**config.mk**
```make
export PLATFORM = sky130hd
export DESIGN_NAME = sse_ram
export DESIGN_NICKNAME = d
export VERILOG_FILES = /design/src/sv/sparse_set_engine_assert.svh /design/src/sv/sse_ram.sv
export SDC_FILE = /design/constraint.sdc
export NUM_CORES = 2
export LEC_CHECK = 0
export ABC_AREA = 1
export BUFFER_PORTS_ARGS = -buffer_cell sky130_fd_sc_hd__buf_2
export CAP_MARGIN = 40
export CORE_MARGIN = 4
export CORE_UTILIZATION = 40
export CTS_CLUSTER_SIZE = 40
export DETAILED_ROUTE_END_ITERATION = 10
export HOLD_SLACK_MARGIN = 0.15
export PLACE_DENSITY = 0.52
export SYNTH_ARGS = -nofsm -noshare
export SYNTH_HDL_FRONTEND = slang
export SYNTH_SLANG_ARGS = --single-unit
```
**constraint.sdc**
```tcl
create_clock -name clock -period 1.86 [get_ports clock]
set_input_delay 0.279 -clock clock [delete_from_list [all_inputs] [get_ports clock]]
set_output_delay 0.279 -clock clock [all_outputs]
set_load 0.005 [all_outputs]
```
**src/sv/sparse_set_engine_assert.svh**
```systemverilog
// Assertion macros for the sparse set engine.
// Each macro samples on clock and is disabled while reset is high.
`ifndef SPARSE_SET_ENGINE_ASSERT_SVH
`define SPARSE_SET_ENGINE_ASSERT_SVH

// Consequent must hold in the same cycle as the antecedent.
`define SSE_ASSERT_SAME(lbl, ante, cons, msg) \
   lbl: assert property (@(posedge clock) disable iff (reset) (ante) |-> (cons)) \
      else $error(msg);

// Consequent must hold in the cycle after the antecedent.
`define SSE_ASSERT_NEXT(lbl, ante, cons, msg) \
   lbl: assert property (@(posedge clock) disable iff (reset) (ante) |=> (cons)) \
      else $error(msg);

`endif

```
**src/sv/sse_ram.sv**
```systemverilog
// Generic single-write, single-read RAM with a registered read port.
// No dependencies.
module sse_ram #(
   parameter int WIDTH = 8,
   parameter int DEPTH = 256
) (
   input  logic                     clock,
   input  logic                     we,
   input  logic [$clog2(DEPTH)-1:0] waddr,
   input  logic [WIDTH-1:0]         wdata,
   input  logic [$clog2(DEPTH)-1:0] raddr,
   output logic [WIDTH-1:0]         rdata
);
   logic [WIDTH-1:0] mem_ff [DEPTH];
   logic [WIDTH-1:0] rdata_ff;

   always_ff @(posedge clock) begin
      if (we) begin
         mem_ff[waddr] <= wdata;
      end
      rdata_ff <= mem_ff[raddr];
   end

   assign rdata = rdata_ff;
endmodule

```
==> impl_metrics.ini <==
[critical_path]
worstPathMaxFanout = 23
critPathLaunch = raddr[0]
reg2reg_from = mem_ff[109][5]$_DFFE_PP_
r2r_slack_ns = 0.05
end_kind = flip-flop
cpPeakStageDelay_ns = 0.25
r2r_cells = 11
endpoint = rdata[6]$_DFF_P_
worstSetupPathType = primary input to flip-flop
timing.critical_path.from_type = primary input
crit_arrival_ns = 2.61
path_common_cell = nand3_1
crit_slowest_cell = buf_4
path_cells = buf_8, buf_4, buf_12, buf_16, buf_12, nand2_1, nand3_1, nand3_1, nand3_1, nand3_1, nand3_1, nand3_1, nand2_1, nand2_2, nand2_1
worstPathRequired_ns = 2.64
r2r-end = rdata[5]$_DFF_P_

[timing]
clock-skew-final_ns = 0.0321
slew_headroom = 0.614
period_needed_ns = 1.83
period_share = 0.986
hold_viol = 0
setup_viol = 0
max_freq_ghz = 0.545
grt_setup_unrepaired = yes
drv_slew = 0
tightest_slew_ns = 0.579

[clock_network]
htree_levels = 4
clock_path_buffers = 3
cts.clk_slew.worst_paths_ns = 0.06
cts-root-buf = clkbuf_16
numCtsBuffers = 212
clk-insertion-delay-late_ns = 0.85
postCtsSetupBuffers = 0
cts_tree = yes
cts.sinks = 2056

[min_path]
hold_path_class = primary input to flip-flop

[power]
clock_power_share = 0.411
pwr-share-seq = 0.519
switchingPower_w = 0.0224
worst_ir_drop_vdd_uv = 782
power_density_nw_per_um2 = 994
combinationalPowerShare = 0.070
leakage_nw = 35.5
internal-power_w = 0.0761
swShare = 0.227

[detailed_routing]
drt_iter0_markers = 5802
drc = 0
routed-via-count = 55835
wire_per_inst_um = 23.7
drt_first_pass_iters = 7
ant_nets = 0
viasPerCell = 5.33
drt_wl_total_um = 248000

[floorplanning]
core_um2 = 207000
die_h_um = 465
die_w_um = 465
ios = 34
start_util = 0.402
rows = 167
die_area_um2 = 216000

[yosys]
postSynthAreaPerCell_um2 = 11.9
synth_nets = 7029
yosysSeqAreaShare = 0.739
syn_area_um2 = 83400
ys_ff_latch = 2056
yosysUniqueCellTypes = 14
netlist_instances = 7003
yosys_warnings = 0

[global_route]
grt_max_degree = 87
first_global_vias = 53635
overflow = 0
grt_pass1_wl_um = 364000
track_usage = 0.226
antenna_found_initial = 12

[finish]
multi_input_area_um2 = 19300
final_cell_area_um2 = 99100
fin_util = 0.478
area_growth_pct = 18.9
fillers = 18619
final_layout_size_suffix_gt1_frac = 0.139
ff_latch_area_um2 = 61700
nNetsFinal = 7520
final_cells = 10467

[place]
gp_congestion = 0.875
dp_hpwl_um = 156000
dpl-instance-area_um2 = 92300
io_buffer_count = 33
post-place-cells = 10055

[status]
status = complete, no violations

[job]
maxCapViolCount = 0
final cells by class:
cell class                      instances  share of cell area
Antenna cell                            6            0.000151
Clock buffer                          298              0.0577
Clock inverter                         95             0.00809
Inverter                               39             0.00182
Multi-Input combinational cell       4425               0.195
Sequential cell                      2056               0.622
Tap cell                             2788              0.0352
Timing Repair Buffer                  760              0.0804
worst min-delay path by stage:
| stage | start | endpoint | slack [ns] | depth (start not counted) |
|---|---|---|---|---|
| after detailed placement | wdata[4] | mem_ff[109][4]$_DFFE_PP_ | 0.59 | 1 |
| after floorplan | wdata[0] | mem_ff[0][0]$_DFFE_PP_ | 0.38 | 0 |
| after global routing | raddr[5] | rdata[1]$_DFF_P_ | 0.25 | 7 |
| final | raddr[5] | rdata[1]$_DFF_P_ | 0.26 | 7 |
| after CTS | raddr[5] | rdata[1]$_DFF_P_ | 0.19 | 7 |
| after global placement | wdata[4] | mem_ff[106][4]$_DFFE_PP_ | 0.60 | 1 |
sequential cells by signal, summed over array words and instances, names as in the netlist:
register and flops:
mem_ff 2048, rdata 8
metal layers:
metal	GRT usage	wire, um	up-vias
li1	-	-	25878
met1	0.319	108000	27749
met2	0.362	117000	1828
met3	0.0319	15500	380
met4	0.0705	7800	0
met5	0	0	-
worst max-delay path, delay by kind of cell:
family	cells	cell delay, ns
and+or+nand+nor	10	1.25
buffers and inverters	5	1.03
stage by stage:
stage	power [W]	setup TNS [ns]	setup slack (ns)	hold WS, ns
3_5_place_dp	0.0590	-17.95	-0.922	0.593
6_report	0.0985	0	0.0267	0.259
3_3_place_gp	0.0590	-11.56	-0.978	0.597
4_1_cts	0.0993	0	0.00902	0.193
2_1_floorplan	0.0552	0	0.0895	0.378
5_1_grt	0.102	0	0.000486	0.248
cell families after synthesis:
| family | Yosys count | synth area share |
|---|---|---|
| buffers and inverters | 522 | 0.0312 |
| flip-flops | 2056 | 0.739 |
| AND/OR/NAND/NOR | 4425 | 0.229 |
repair_timing:
action | CTS | global route
hold buffers | 12 | 0
cloned | 0 | 1
endpoints found under the setup margin | 4 | 8
hold endpoints to repair | 2021 | 0
resized for setup | 5 | 24
synthesized netlist by cell type:
master	count	area, um^2
nand2_1	2123	7970
edfxtp_1	2048	61500
nand3_1	2019	10100
nor2_1	283	1060
buf_2	268	1340
clkbuf_1	112	420
buf_4	46	345
buf_1	40	150
inv_1	36	135
buf_6	16	180
dfxtp_1	8	160
inv_2	2	7.51
buf_8	1	15.0
inv_4	1	6.26
cell usage in the layout, fill, tap and decap left out, types with 28 or more instances in the layout:
| master | netlist | layout |
|---|---|---|
| buf_12 | 0 | 171 |
| nor2_1 | 283 | 283 |
| clkinv_2 | 0 | 28 |
| clkinv_1 | 0 | 42 |
| nand2_1 | 2123 | 2102 |
| clkbuf_16 | 0 | 215 |
| nand3_1 | 2019 | 2001 |
| buf_4 | 46 | 542 |
| inv_1 | 36 | 34 |
| clkbuf_1 | 112 | 79 |
| edfxtp_1 | 2048 | 2048 |
power by group through the flow:
stage / Clock, W / Combinational (W) / Sequential, W
finish: 0.0405 / 0.00691 / 0.0511
floorplan: 0 / 0.00315 / 0.0521
CTS: 0.0412 / 0.00693 / 0.0511
global route: 0.0432 / 0.00747 / 0.0511
global placement: 0 / 0.00686 / 0.0521
detailed placement: 0 / 0.00689 / 0.0521
Power figures use the tool's default switching activity.
